File: config.mk
export PLATFORM = sky130hd
export DESIGN_NAME = adc_to_resistance_converter_flat
export DESIGN_NICKNAME = d
export VERILOG_FILES = /design/src/rtl/adcr_pkg.sv /design/src/rtl/adcr_in_if.sv /design/src/rtl/adcr_out_if.sv /design/src/rtl/adc_to_resistance_converter.sv /design/src/rtl/adcr_front.sv /design/src/rtl/adcr_div_cell.sv /design/src/rtl/adcr_back.sv /design/src/flat_wrapper.sv
export SDC_FILE = /design/constraint.sdc
export NUM_CORES = 2
export LEC_CHECK = 0
export BUFFER_PORTS_ARGS = -buffer_cell sky130_fd_sc_hd__buf_2
export CAP_MARGIN = 20
export CORE_UTILIZATION = 64
export CTS_BUF_LIST = sky130_fd_sc_hd__clkbuf_16
export DETAILED_ROUTE_END_ITERATION = 7
export PLACE_DENSITY = 0.85
export SLEW_MARGIN = 20
export SYNTH_ARGS = -nofsm -noshare
export SYNTH_HDL_FRONTEND = slang
export SYNTH_HIERARCHICAL = 1
export SYNTH_SLANG_ARGS = --single-unit
File: constraint.sdc
create_clock -name clk -period 12.45 [get_ports clk]
set_clock_uncertainty 0.2 [all_clocks]
set_input_delay 1.8675 -clock clk [delete_from_list [all_inputs] [get_ports clk]]
set_output_delay 1.8675 -clock clk [all_outputs]
set_load 0.03 [all_outputs]
File: src/rtl/adcr_pkg.sv
package adcr_pkg;

  // Reading and result formats
  localparam int ADC_BITS  = 12;
  localparam int FRAC_BITS = 8;
  localparam int REF_W     = 20;
  localparam int RANGE_W   = 2;
  localparam int NUM_RANGES = 1 << RANGE_W;
  localparam int STATUS_W  = 2;
  localparam int OUT_W     = 35;

  // Derived widths
  localparam int ADC_FS  = (1 << ADC_BITS) - 1;
  localparam int MUL_W   = ADC_BITS + 6;                 // adc * 50
  localparam int PROD_W  = REF_W + ADC_BITS;             // rref * adc
  localparam int DIVD_W  = PROD_W + FRAC_BITS + 1;       // dividend, one extra bit for rounding
  localparam int NCELL   = DIVD_W;                       // one quotient bit per cell
  localparam int QX_W    = (DIVD_W > OUT_W) ? DIVD_W : OUT_W;
  localparam int OFS_W   = 9;                            // band offsets up to 360 ohm
  localparam int OFS_SH_W = OFS_W + FRAC_BITS;

  // Rail thresholds on adc*50
  localparam logic [MUL_W-1:0] HIGH_LIM = MUL_W'(ADC_FS * 49);
  localparam logic [MUL_W-1:0] LOW_LIM  = MUL_W'(ADC_FS);

  // Saturation limit of the result
  localparam logic [QX_W-1:0] OUT_MAX = QX_W'((64'd1 << (OUT_W - 1)) - 64'd1);

  // Configuration register indexes
  localparam int CFG_IDX_W = 3;
  localparam logic [CFG_IDX_W-1:0] CFG_RANGE = 3'd0;
  localparam logic [CFG_IDX_W-1:0] CFG_REF0  = 3'd1;
  localparam logic [CFG_IDX_W-1:0] CFG_REF1  = 3'd2;
  localparam logic [CFG_IDX_W-1:0] CFG_REF2  = 3'd3;
  localparam logic [CFG_IDX_W-1:0] CFG_REF3  = 3'd4;

  // Reference resistor reset values
  localparam logic [REF_W-1:0] REF0_RST = 20'd200;
  localparam logic [REF_W-1:0] REF1_RST = 20'd2000;
  localparam logic [REF_W-1:0] REF2_RST = 20'd20000;
  localparam logic [REF_W-1:0] REF3_RST = 20'd220000;

  // Result status codes
  typedef enum logic [STATUS_W-1:0] {
    ST_OK   = 2'd0,
    ST_HIGH = 2'd1,
    ST_LOW  = 2'd2
  } status_t;

  // Item in flight through the divider chain
  typedef struct packed {
    logic [ADC_BITS-1:0] rem;     // partial remainder
    logic [DIVD_W-1:0]   acc;     // dividend bits shifting out, quotient bits shifting in
    logic [ADC_BITS-1:0] den;     // divisor FS - adc
    status_t             status;
    logic [OFS_W-1:0]    offset;  // ohms to subtract, zero outside range 0
  } div_slot_t;

endpackage

File: src/rtl/adcr_in_if.sv
interface adcr_in_if;
  logic                           valid;
  logic                           ready;
  logic [adcr_pkg::ADC_BITS-1:0]  adc_value;

  modport source (output valid, output adc_value, input ready);
  modport sink   (input valid, input adc_value, output ready);
endinterface

File: src/rtl/adcr_out_if.sv
interface adcr_out_if;
  logic                               valid;
  logic                               ready;
  logic [adcr_pkg::STATUS_W-1:0]      status;
  logic signed [adcr_pkg::OUT_W-1:0]  resistance_q8;

  modport source (output valid, output status, output resistance_q8, input ready);
  modport sink   (input valid, input status, input resistance_q8, output ready);
endinterface

File: src/rtl/adc_to_resistance_converter.sv
// Divider ohmmeter: turns one 12-bit reading of a resistor divider into the
// unknown resistance Rref*adc/(FS-adc) in signed ohms with 8 fraction bits.
// in_ch   : valid/ready channel carrying adc_value, one item per reading.
// out_ch  : valid/ready channel carrying status and resistance_q8, one item
//           per reading, in order. A nonzero status means the reading sat
//           too close to a rail; resistance_q8 is then zero.
// cfg_*   : write-only register port (range_select, four reference values),
//           to be written only while no item is in flight.
// Stages  : 43 register stages: one setup stage (rail check and rref*adc
//           product), 41 divider cells, one output stage.
// Rate    : one item per cycle unless out_ch stalls; the divider is a chain
//           of cells, each producing one quotient bit and passing it on.
// Stall   : each stage holds its item while the next one cannot take it; bubbles
//           close up, so in_ch.ready drops only once every stage is full.
// Reset   : synchronous, active low; empties the pipeline and loads the
//           default range 0 and reference values 200/2k/20k/220k ohm.
module adc_to_resistance_converter (
  input  logic                            clk,
  input  logic                            rst_n,
  adcr_in_if.sink                         in_ch,
  adcr_out_if.source                      out_ch,
  input  logic                            cfg_we,
  input  logic [adcr_pkg::CFG_IDX_W-1:0]  cfg_index,
  input  logic [adcr_pkg::REF_W-1:0]      cfg_data
);
  import adcr_pkg::*;

  logic [RANGE_W-1:0] range_r;
  logic [REF_W-1:0]   ref_r [NUM_RANGES];

  logic               cell_v   [NCELL+1];
  logic               cell_rdy [NCELL+1];
  div_slot_t          cell_s   [NCELL+1];

  // Configuration registers
  always_ff @(posedge clk) begin
    if (!rst_n) begin
      range_r  <= '0;
      ref_r[0] <= REF0_RST;
      ref_r[1] <= REF1_RST;
      ref_r[2] <= REF2_RST;
      ref_r[3] <= REF3_RST;
    end else if (cfg_we) begin
      case (cfg_index)
        CFG_RANGE: range_r  <= cfg_data[RANGE_W-1:0];
        CFG_REF0:  ref_r[0] <= cfg_data;
        CFG_REF1:  ref_r[1] <= cfg_data;
        CFG_REF2:  ref_r[2] <= cfg_data;
        CFG_REF3:  ref_r[3] <= cfg_data;
        default:   ;
      endcase
    end
  end

  // Setup stage
  adcr_front u_front (
    .clk      (clk),
    .rst_n    (rst_n),
    .up_valid (in_ch.valid),
    .up_ready (in_ch.ready),
    .adc      (in_ch.adc_value),
    .rref     (ref_r[range_r]),
    .range0   (range_r == '0),
    .dn_valid (cell_v[0]),
    .dn_ready (cell_rdy[0]),
    .dn_slot  (cell_s[0])
  );

  // Divider chain, one quotient bit per cell
  for (genvar i = 0; i < NCELL; i++) begin : g_cell
    adcr_div_cell u_cell (
      .clk      (clk),
      .rst_n    (rst_n),
      .up_valid (cell_v[i]),
      .up_ready (cell_rdy[i]),
      .up_slot  (cell_s[i]),
      .dn_valid (cell_v[i+1]),
      .dn_ready (cell_rdy[i+1]),
      .dn_slot  (cell_s[i+1])
    );
  end

  // Rounding, offset and output register
  adcr_back u_back (
    .clk       (clk),
    .rst_n     (rst_n),
    .up_valid  (cell_v[NCELL]),
    .up_ready  (cell_rdy[NCELL]),
    .up_slot   (cell_s[NCELL]),
    .dn_valid  (out_ch.valid),
    .dn_ready  (out_ch.ready),
    .dn_status (out_ch.status),
    .dn_res    (out_ch.resistance_q8)
  );

  // A flagged reading never carries a resistance
  a_flag_zero: assert property (@(posedge clk) disable iff (!rst_n)
    out_ch.valid && (out_ch.status != ST_OK) |-> out_ch.resistance_q8 == '0)
    else $error("flagged result with nonzero resistance");

  // The last cell keeps its item while the output stage is blocked
  a_last_hold: assert property (@(posedge clk) disable iff (!rst_n)
    cell_v[NCELL] && !cell_rdy[NCELL] |=> cell_v[NCELL] && $stable(cell_s[NCELL]))
    else $error("last divider cell dropped a stalled item");

  // A blocked output with a full chain must stop the input
  a_full_stall: assert property (@(posedge clk) disable iff (!rst_n)
    out_ch.valid && !out_ch.ready && cell_v[0] && cell_v[NCELL] && !cell_rdy[0]
      |-> !in_ch.ready)
    else $error("input accepted into a blocked setup stage");

  // Output stage refills only when it can take an item
  a_back_take: assert property (@(posedge clk) disable iff (!rst_n)
    out_ch.valid && !out_ch.ready |-> !cell_rdy[NCELL])
    else $error("output stage ready while holding a stalled result");

endmodule

File: src/rtl/adcr_front.sv
module adcr_front (
  input  logic                          clk,
  input  logic                          rst_n,
  input  logic                          up_valid,
  output logic                          up_ready,
  input  logic [adcr_pkg::ADC_BITS-1:0] adc,
  input  logic [adcr_pkg::REF_W-1:0]    rref,
  input  logic                          range0,
  output logic                          dn_valid,
  input  logic                          dn_ready,
  output adcr_pkg::div_slot_t           dn_slot
);
  import adcr_pkg::*;

  logic                valid_r;
  div_slot_t           slot_r;
  div_slot_t           slot_nxt;
  logic [MUL_W-1:0]    adc_x50;
  logic [PROD_W-1:0]   prod;
  logic [OFS_W-1:0]    band_ofs;

  // Calibration offset by reading band (range 0 only)
  always_comb begin
    priority if (32'(adc) < 2600) band_ofs = 9'd310;
    else if (32'(adc) < 2700)     band_ofs = 9'd330;
    else if (32'(adc) < 3005)     band_ofs = 9'd360;
    else if (32'(adc) < 3050)     band_ofs = 9'd300;
    else if (32'(adc) < 3100)     band_ofs = 9'd90;
    else                          band_ofs = '0;
  end

  // Rail check, product and divisor setup
  always_comb begin
    adc_x50  = MUL_W'(adc) * MUL_W'(50);
    prod     = PROD_W'(rref) * PROD_W'(adc);
    slot_nxt.rem = '0;
    slot_nxt.acc = {prod, {(FRAC_BITS + 1){1'b0}}};
    slot_nxt.den = ADC_BITS'(ADC_FS) - adc;
    priority if (adc_x50 > HIGH_LIM) slot_nxt.status = ST_HIGH;
    else if (adc_x50 < LOW_LIM)      slot_nxt.status = ST_LOW;
    else                             slot_nxt.status = ST_OK;
    // a zero reference gives zero, without offset
    slot_nxt.offset = (range0 && (rref != '0)) ? band_ofs : '0;
  end

  assign up_ready = !valid_r || dn_ready;

  always_ff @(posedge clk) begin
    if (!rst_n) begin
      valid_r <= 1'b0;
    end else if (up_ready) begin
      valid_r <= up_valid;
    end
  end

  always_ff @(posedge clk) begin
    if (up_valid && up_ready) begin
      slot_r <= slot_nxt;
    end
  end

  assign dn_valid = valid_r;
  assign dn_slot  = slot_r;

endmodule

File: src/rtl/adcr_div_cell.sv
module adcr_div_cell (
  input  logic                clk,
  input  logic                rst_n,
  input  logic                up_valid,
  output logic                up_ready,
  input  adcr_pkg::div_slot_t up_slot,
  output logic                dn_valid,
  input  logic                dn_ready,
  output adcr_pkg::div_slot_t dn_slot
);
  import adcr_pkg::*;

  logic                valid_r;
  div_slot_t           slot_r;
  div_slot_t           slot_nxt;
  logic [ADC_BITS:0]   trial;
  logic                fits;

  // One restoring-division step: bring in the next dividend bit
  always_comb begin
    trial = {up_slot.rem, up_slot.acc[DIVD_W-1]};
    fits  = trial >= {1'b0, up_slot.den};
    slot_nxt = up_slot;
    if (fits) begin
      slot_nxt.rem = ADC_BITS'(trial - {1'b0, up_slot.den});
    end else begin
      slot_nxt.rem = trial[ADC_BITS-1:0];
    end
    slot_nxt.acc = {up_slot.acc[DIVD_W-2:0], fits};
  end

  assign up_ready = !valid_r || dn_ready;

  always_ff @(posedge clk) begin
    if (!rst_n) begin
      valid_r <= 1'b0;
    end else if (up_ready) begin
      valid_r <= up_valid;
    end
  end

  always_ff @(posedge clk) begin
    if (up_valid && up_ready) begin
      slot_r <= slot_nxt;
    end
  end

  assign dn_valid = valid_r;
  assign dn_slot  = slot_r;

endmodule

File: src/rtl/adcr_back.sv
module adcr_back (
  input  logic                               clk,
  input  logic                               rst_n,
  input  logic                               up_valid,
  output logic                               up_ready,
  input  adcr_pkg::div_slot_t                up_slot,
  output logic                               dn_valid,
  input  logic                               dn_ready,
  output logic [adcr_pkg::STATUS_W-1:0]      dn_status,
  output logic signed [adcr_pkg::OUT_W-1:0]  dn_res
);
  import adcr_pkg::*;

  logic                     valid_r;
  logic [STATUS_W-1:0]      status_r;
  logic signed [OUT_W-1:0]  res_r;
  logic signed [OUT_W-1:0]  res_nxt;
  logic [DIVD_W:0]          q_inc;
  logic [QX_W-1:0]          q_rnd;
  logic [QX_W-1:0]          q_sat;
  logic [OFS_SH_W-1:0]      ofs_q;

  // Round the doubled quotient, saturate, subtract the band offset
  always_comb begin
    q_inc = {1'b0, up_slot.acc} + (DIVD_W + 1)'(1);
    q_rnd = QX_W'(q_inc[DIVD_W:1]);
    q_sat = (q_rnd > OUT_MAX) ? OUT_MAX : q_rnd;
    ofs_q = {up_slot.offset, {FRAC_BITS{1'b0}}};
    if (up_slot.status != ST_OK) begin
      res_nxt = '0;
    end else begin
      res_nxt = $signed(q_sat[OUT_W-1:0]) - $signed(OUT_W'(ofs_q));
    end
  end

  assign up_ready = !valid_r || dn_ready;

  always_ff @(posedge clk) begin
    if (!rst_n) begin
      valid_r <= 1'b0;
    end else if (up_ready) begin
      valid_r <= up_valid;
    end
  end

  always_ff @(posedge clk) begin
    if (up_valid && up_ready) begin
      status_r <= up_slot.status;
      res_r    <= res_nxt;
    end
  end

  assign dn_valid  = valid_r;
  assign dn_status = status_r;
  assign dn_res    = res_r;

endmodule

File: src/flat_wrapper.sv
// flat-port wrapper written by rule: the top's interface ports become plain ports
module adc_to_resistance_converter_flat import adcr_pkg::*;
  (clk, rst_n, cfg_we, cfg_index, cfg_data, in_ch_valid, in_ch_adc_value, in_ch_ready, out_ch_valid, out_ch_status, out_ch_resistance_q8, out_ch_ready);
  adcr_in_if in_ch_i ();
  adcr_out_if out_ch_i ();
  input  logic clk;
  input  logic rst_n;
  input  logic cfg_we;
  input  logic [adcr_pkg::CFG_IDX_W-1:0] cfg_index;
  input  logic [adcr_pkg::REF_W-1:0] cfg_data;
  input wire logic [$bits(in_ch_i.valid)-1:0] in_ch_valid;
  input wire logic [$bits(in_ch_i.adc_value)-1:0] in_ch_adc_value;
  output wire logic [$bits(in_ch_i.ready)-1:0] in_ch_ready;
  output wire logic [$bits(out_ch_i.valid)-1:0] out_ch_valid;
  output wire logic [$bits(out_ch_i.status)-1:0] out_ch_status;
  output wire logic [$bits(out_ch_i.resistance_q8)-1:0] out_ch_resistance_q8;
  input wire logic [$bits(out_ch_i.ready)-1:0] out_ch_ready;
  assign in_ch_i.valid = in_ch_valid;
  assign in_ch_i.adc_value = in_ch_adc_value;
  assign in_ch_ready = in_ch_i.ready;
  assign out_ch_valid = out_ch_i.valid;
  assign out_ch_status = out_ch_i.status;
  assign out_ch_resistance_q8 = out_ch_i.resistance_q8;
  assign out_ch_i.ready = out_ch_ready;
  adc_to_resistance_converter u_core (.clk(clk), .rst_n(rst_n), .in_ch(in_ch_i), .out_ch(out_ch_i), .cfg_we(cfg_we), .cfg_index(cfg_index), .cfg_data(cfg_data));
endmodule
## After elaboration in Yosys (flattened, before gate mapping)

Memories as Yosys holds them, arrays and structs flattened. A register that Yosys moved wholly into a read port is not among the register bits.
Cells that the tools add are included.

| storage, ports and cells | value |
|---|---|
| flip-flop bits (word level) | 2,905 |
| memory bits (writable) | 80 |
| input port bits | 40 |
| word-level logic and storage cells | 575 |
| memories kept | 1 |

| cells by class | value |
|---|---|
| add/subtract/negate cells | 43 |
| multipliers | 2 |
| magnitude comparators | 49 |
| equality and inequality tests | 4 |
| muxes and demuxes | 70 |
| bitwise logic cells | 5 |
| reduce and logical (&&, ||, !) cells | 137 |

Memories:

| memory | depth | bits a word | rd ports | clocked after Yosys merged registers in | wr ports | line | text |
|---|---|---|---|---|---|---|---|
| u_core.ref_r | 4 | 20 | 1 | 1 | 4 | adc_to_resistance_converter.sv:29 | `logic [REF_W-1:0] ref_r [NUM_RANGES];` |

Operators by type and width:

| operator | count |
|---|---|
| >= comparator 13 x 12 -> 1 bit | 40 |
| 2-to-1 mux 12 bit | 39 |
| subtractor 12 bit | 39 |
| 2-to-1 mux 20 bit | 4 |
| less-than comparator 12 bit, second input constant | 5 |
| logical AND 1 bit | 44 |
| zero test 1 bit | 43 |
| logical OR 1 bit | 43 |
| adder 41 x 1 -> 42 bit, second input constant | 1 |
| > comparator 41 x 34 -> 1 bit, second input constant | 1 |
| 2-to-1 mux 9 bit | 4 |
| 2-to-1 mux 35 bit | 1 |
| subtractor 35 x 18 -> 35 bit | 1 |
| multiplier 20 x 12 -> 32 bit | 1 |
| nonzero test 20 bit | 1 |
| > comparator 18 bit, second input constant | 1 |
| less-than comparator 18 x 12 -> 1 bit, second input constant | 1 |
| 2-to-1 mux 1 bit | 18 |
| multiplier 12 x 5 -> 17 bit, second input constant | 1 |
| >= comparator 1 x 12 -> 1 bit | 1 |
| subtractor 1 x 12 -> 12 bit | 1 |
| subtractor 12 bit, first input constant | 1 |
| 2-to-1 mux 7 bit | 1 |
| equality test 3 x 2 -> 1 bit, second input constant | 2 |
| 11 further kinds | 16 |

## Longest topological paths before layout

| logic depth | value |
|---|---|
| word-level depth | 45 |
| depth in mapped cells | 44 |
| gate-level depth less buffers | 44 |

## By module

Netlist, hierarchy kept.

By module, submodules not included:

| module | times used | cells each | area each (µm²) | sequential area each (µm²) |
|---|---|---|---|---|
| adcr_div_cell | 41 | 189 | 3,181.8 | 2,302.2 |
| adcr_front | 1 | 1,202 | 10,966.8 | 1,611.5 |
| adc_to_resistance_converter | 1 | 245 | 3,758.6 | 2,482.4 |
| adcr_back | 1 | 353 | 3,334.4 | 1,131.1 |

## Worst setup path after synthesis

No wires, ideal clock.

| timing | value |
|---|---|
| path type | input -> output |
| start | input out_ch_ready |
| end | output in_ch_ready |
| data arrival time | 8.428 ns |
| slack | 1.955 ns |
| stages on the path | 43 |
| cells stage by stage | nand2b_1 > nand2b_1 > nand2b_1 > nand2b_1 > nand2b_1 > nand2b_1 > nand2b_1 > nand2b_1 > nand2b_1 > nand2b_1 > nand2b_1 > nand2b_1 > nand2b_1 > nand2b_1 > nand2b_1 > nand2b_1 > nand2b_1 > nand2b_1 > (+7 left out) > nand2b_1 > nand2b_1 > nand2b_1 > nand2b_1 > nand2b_1 > nand2b_1 > nand2b_1 > nand2b_1 > nand2b_1 > nand2b_1 > nand2b_1 > nand2b_1 > nand2b_1 > nand2b_1 > nand2b_1 > nand2b_1 > nand2b_1 > nand2b_1 |

RTL lines:

| element | line | text |
|---|---|---|
| from (decl) | flat_wrapper.sv:17 | `input wire logic [$bits(out_ch_i.ready)-1:0] out_ch_ready;` |
| to (decl) | flat_wrapper.sv:13 | `output wire logic [$bits(in_ch_i.ready)-1:0] in_ch_ready;` |

==> impl_metrics.yaml <==
outcome:
  status: "finished with violations"
  violations: "DRC"
routing:
  first_pass_iters: 8
  drc: 2
  route.vias.total: 79800
  vias_per_cell: 6.11
  ant_nets: 0
  first_iter_violations: 7814
  wl_mm: 310
  wl_per_cell_um: 23.7
critical_path:
  endpoint_kind: "output pin"
  path_common_cell: "nand2b_1"
  worst-path-stages: 45
  path_class: "in2out"
  path_buf_inv: 2
  cp-start-kind: "input pin"
  crit_slowest_cell: "nand2b_2"
  r2r-start: "u_core/u_back/dn_valid"
  arrival_ns: 10.01
  r2r_slack_ns: 3.16
  critical_path.top_delay_family: "simple AND/OR/NAND/NOR gates"
  r2r_end: "u_core/g_cell[0].u_cell/dn_slot[32]"
  crit_required_ns: 10.38
  ff2ff_path_depth: 45
  startpoint: "out_ch_ready"
  max_stage_delay_ns: 0.22
  crit_fanout: 3
floorplanning:
  ios: 79
  die_area_mm2: 0.232
  die_x_um: 482
  start_util: 0.646
  die-height_um: 482
  core-area_mm2: 0.228
  fp-row-count: 175
yosys:
  syn_area_mm2: 0.147
  yosys_warnings: 6
  postSynthCellCount: 9464
  avgSynthCellArea_um2: 15.6
timing:
  maxSlewViolCount: 0
  final.min_clock_period_ns: 12.08
  hold_slack_ns: 0.182
  worst_slew_pin_slew_ns: 1.14
  rsz0062_at_grt: "false"
  finalHoldViolations: 0
  fmax_mhz: 82.8
  relSlewSlack: 0.238
  fin_crit_sh: 0.970
  setup_violations: 0
  setup_tns_ns: 0
clock_network:
  cts_tree: "done"
  cts_setup_buffers: 0
  cts-resized-gates: 9
  htreeDepth: 5
  cts_buffers: 335
  clock_latency_ns: 0.98
  numClockSinks: 3309
  holdBufCountCts: 0
  cts.path.max_buffers: 4
  ctsRootBufferMaster: "clkbuf_16"
  clk_pin_slew_ns: 0.06
placed_design:
  hpwlAfterDp_mm: 193
  numPortBuffers: 78
  place_inst: 12400
  gp_congestion: 0.896
min_path:
  hold_end: "u_core/g_cell[15].u_cell/dn_slot[63]"
  hold_class: "reg2reg"
  worstHoldStart: "u_core/g_cell[14].u_cell/dn_slot[62]"
  min_delay_path_depth: 0
pwr:
  clkPwrFrac: 0.380
  p_sw_mw: 6.20
  leakagePower_nw: 58.7
  p_sw_frac: 0.247
  p_comb_frac: 0.126
  max-vdd-ir-drop_v: 0.000237
  pwr-share-seq: 0.494
  internal_power_mw: 18.9
  power_density_mw_per_mm2: 156
global_routing:
  grt_pass1_wl_mm: 473
  antenna_found_initial: 3
  overflow: 0
  grtUsageTotal: 0.267
  grt_pass1_vias: 82200
  grt_max_degree: 77
job:
  maxCapViolCount: 0
final_layout:
  drive_above_1_share: 0.134
  num-nets-final: 10700
  area_growth_pct: 9.51
  fin_cells: 13100
  fillers: 13700
[routing by layer]
layer | track usage | vias to the layer above | part of all wire
li1 | - | 35800 | -
met1 | 0.301 | 39200 | 0.35
met2 | 0.487 | 3682 | 0.53
met3 | 0.0402 | 1064 | 0.059
met4 | 0.137 | 4 | 0.059
met5 | 0 | - | 0.000087
[worst max-delay path by stage]
stage	slack (ns)	endpoint
final	0.37	in_ch_ready
after global routing	0.03	in_ch_ready
after CTS	0.05	in_ch_ready
after detailed placement	0.28	in_ch_ready
after global placement	0.46	in_ch_ready
after floorplan	1.95	in_ch_ready
[flip-flops by register name, summed over array words and instances, names as in the netlist, named ones only]
signal,cells
u_core/range_r,2
u_core/u_back/dn_valid,1
u_core/u_back/dn_res,35
u_core/u_front/dn_slot,53
u_core/u_back/dn_status,2
u_core/u_front/dn_valid,1
u_core/g_cell.u_cell/dn_slot,3092
u_core/g_cell.u_cell/dn_valid,41
u_core/ref_r,80
[cell usage in the layout (no fill, tap or decap), types with 44 or more instances in the layout]
cell and n:
a21boi_0 85, a21oi_1 267, a31o_2 44, and2_1 76
and3_1 73, buf_2 77, buf_4 63, clkbuf_16 342
clkinv_1 74, clkinv_2 62, dfxtp_1 47, edfxtp_1 3262
fa_1 228, ha_1 624, inv_1 995, mux2_2 120
mux2_4 280, mux2i_1 126, nand2_1 394, nand3_1 400
nor2_1 406, nor2b_1 166, nor3_1 185, nor4_1 62
o211ai_1 50, o21a_1 93, o21ai_0 145, o21bai_1 46
o31a_1 85, xnor2_1 250, xor2_1 153
[power groups by stage]
stage | Combinational, mW | Clock, mW | Sequential, mW
2_1_floorplan | 2.38 | 0 | 12.6
3_3_place_gp | 3.01 | 0 | 12.6
3_5_place_dp | 3.09 | 0 | 12.6
4_1_cts | 3.13 | 9.71 | 12.4
5_1_grt | 3.53 | 10.1 | 12.4
6_report | 3.17 | 9.55 | 12.4
[through the flow]
stage               area, um^2   util  total power [mW]  setup slack (ns)
floorplan               147000      -              15.0              1.95
global route            161000  0.707              26.1            0.0260
CTS                     161000  0.705              25.2            0.0542
global placement        151000  0.660              15.6             0.460
finish                  161000  0.707              25.1             0.368
detailed placement      151000  0.661              15.7             0.284
[final cells by class]
cell class | count | area (um^2) | area share
clock inverter | 237 | 1570 | 0.00973
sequential | 3309 | 98900 | 0.613
inverter | 942 | 3540 | 0.0219
timing repair buffer | 166 | 1200 | 0.00745
clock buffer | 342 | 8560 | 0.0531
multi-input combinational | 5044 | 43800 | 0.271
antenna | 1 | 2.50 | 0.0000155
tap | 3009 | 3760 | 0.0233
Note: power is estimated with default switching activity, not from simulation.
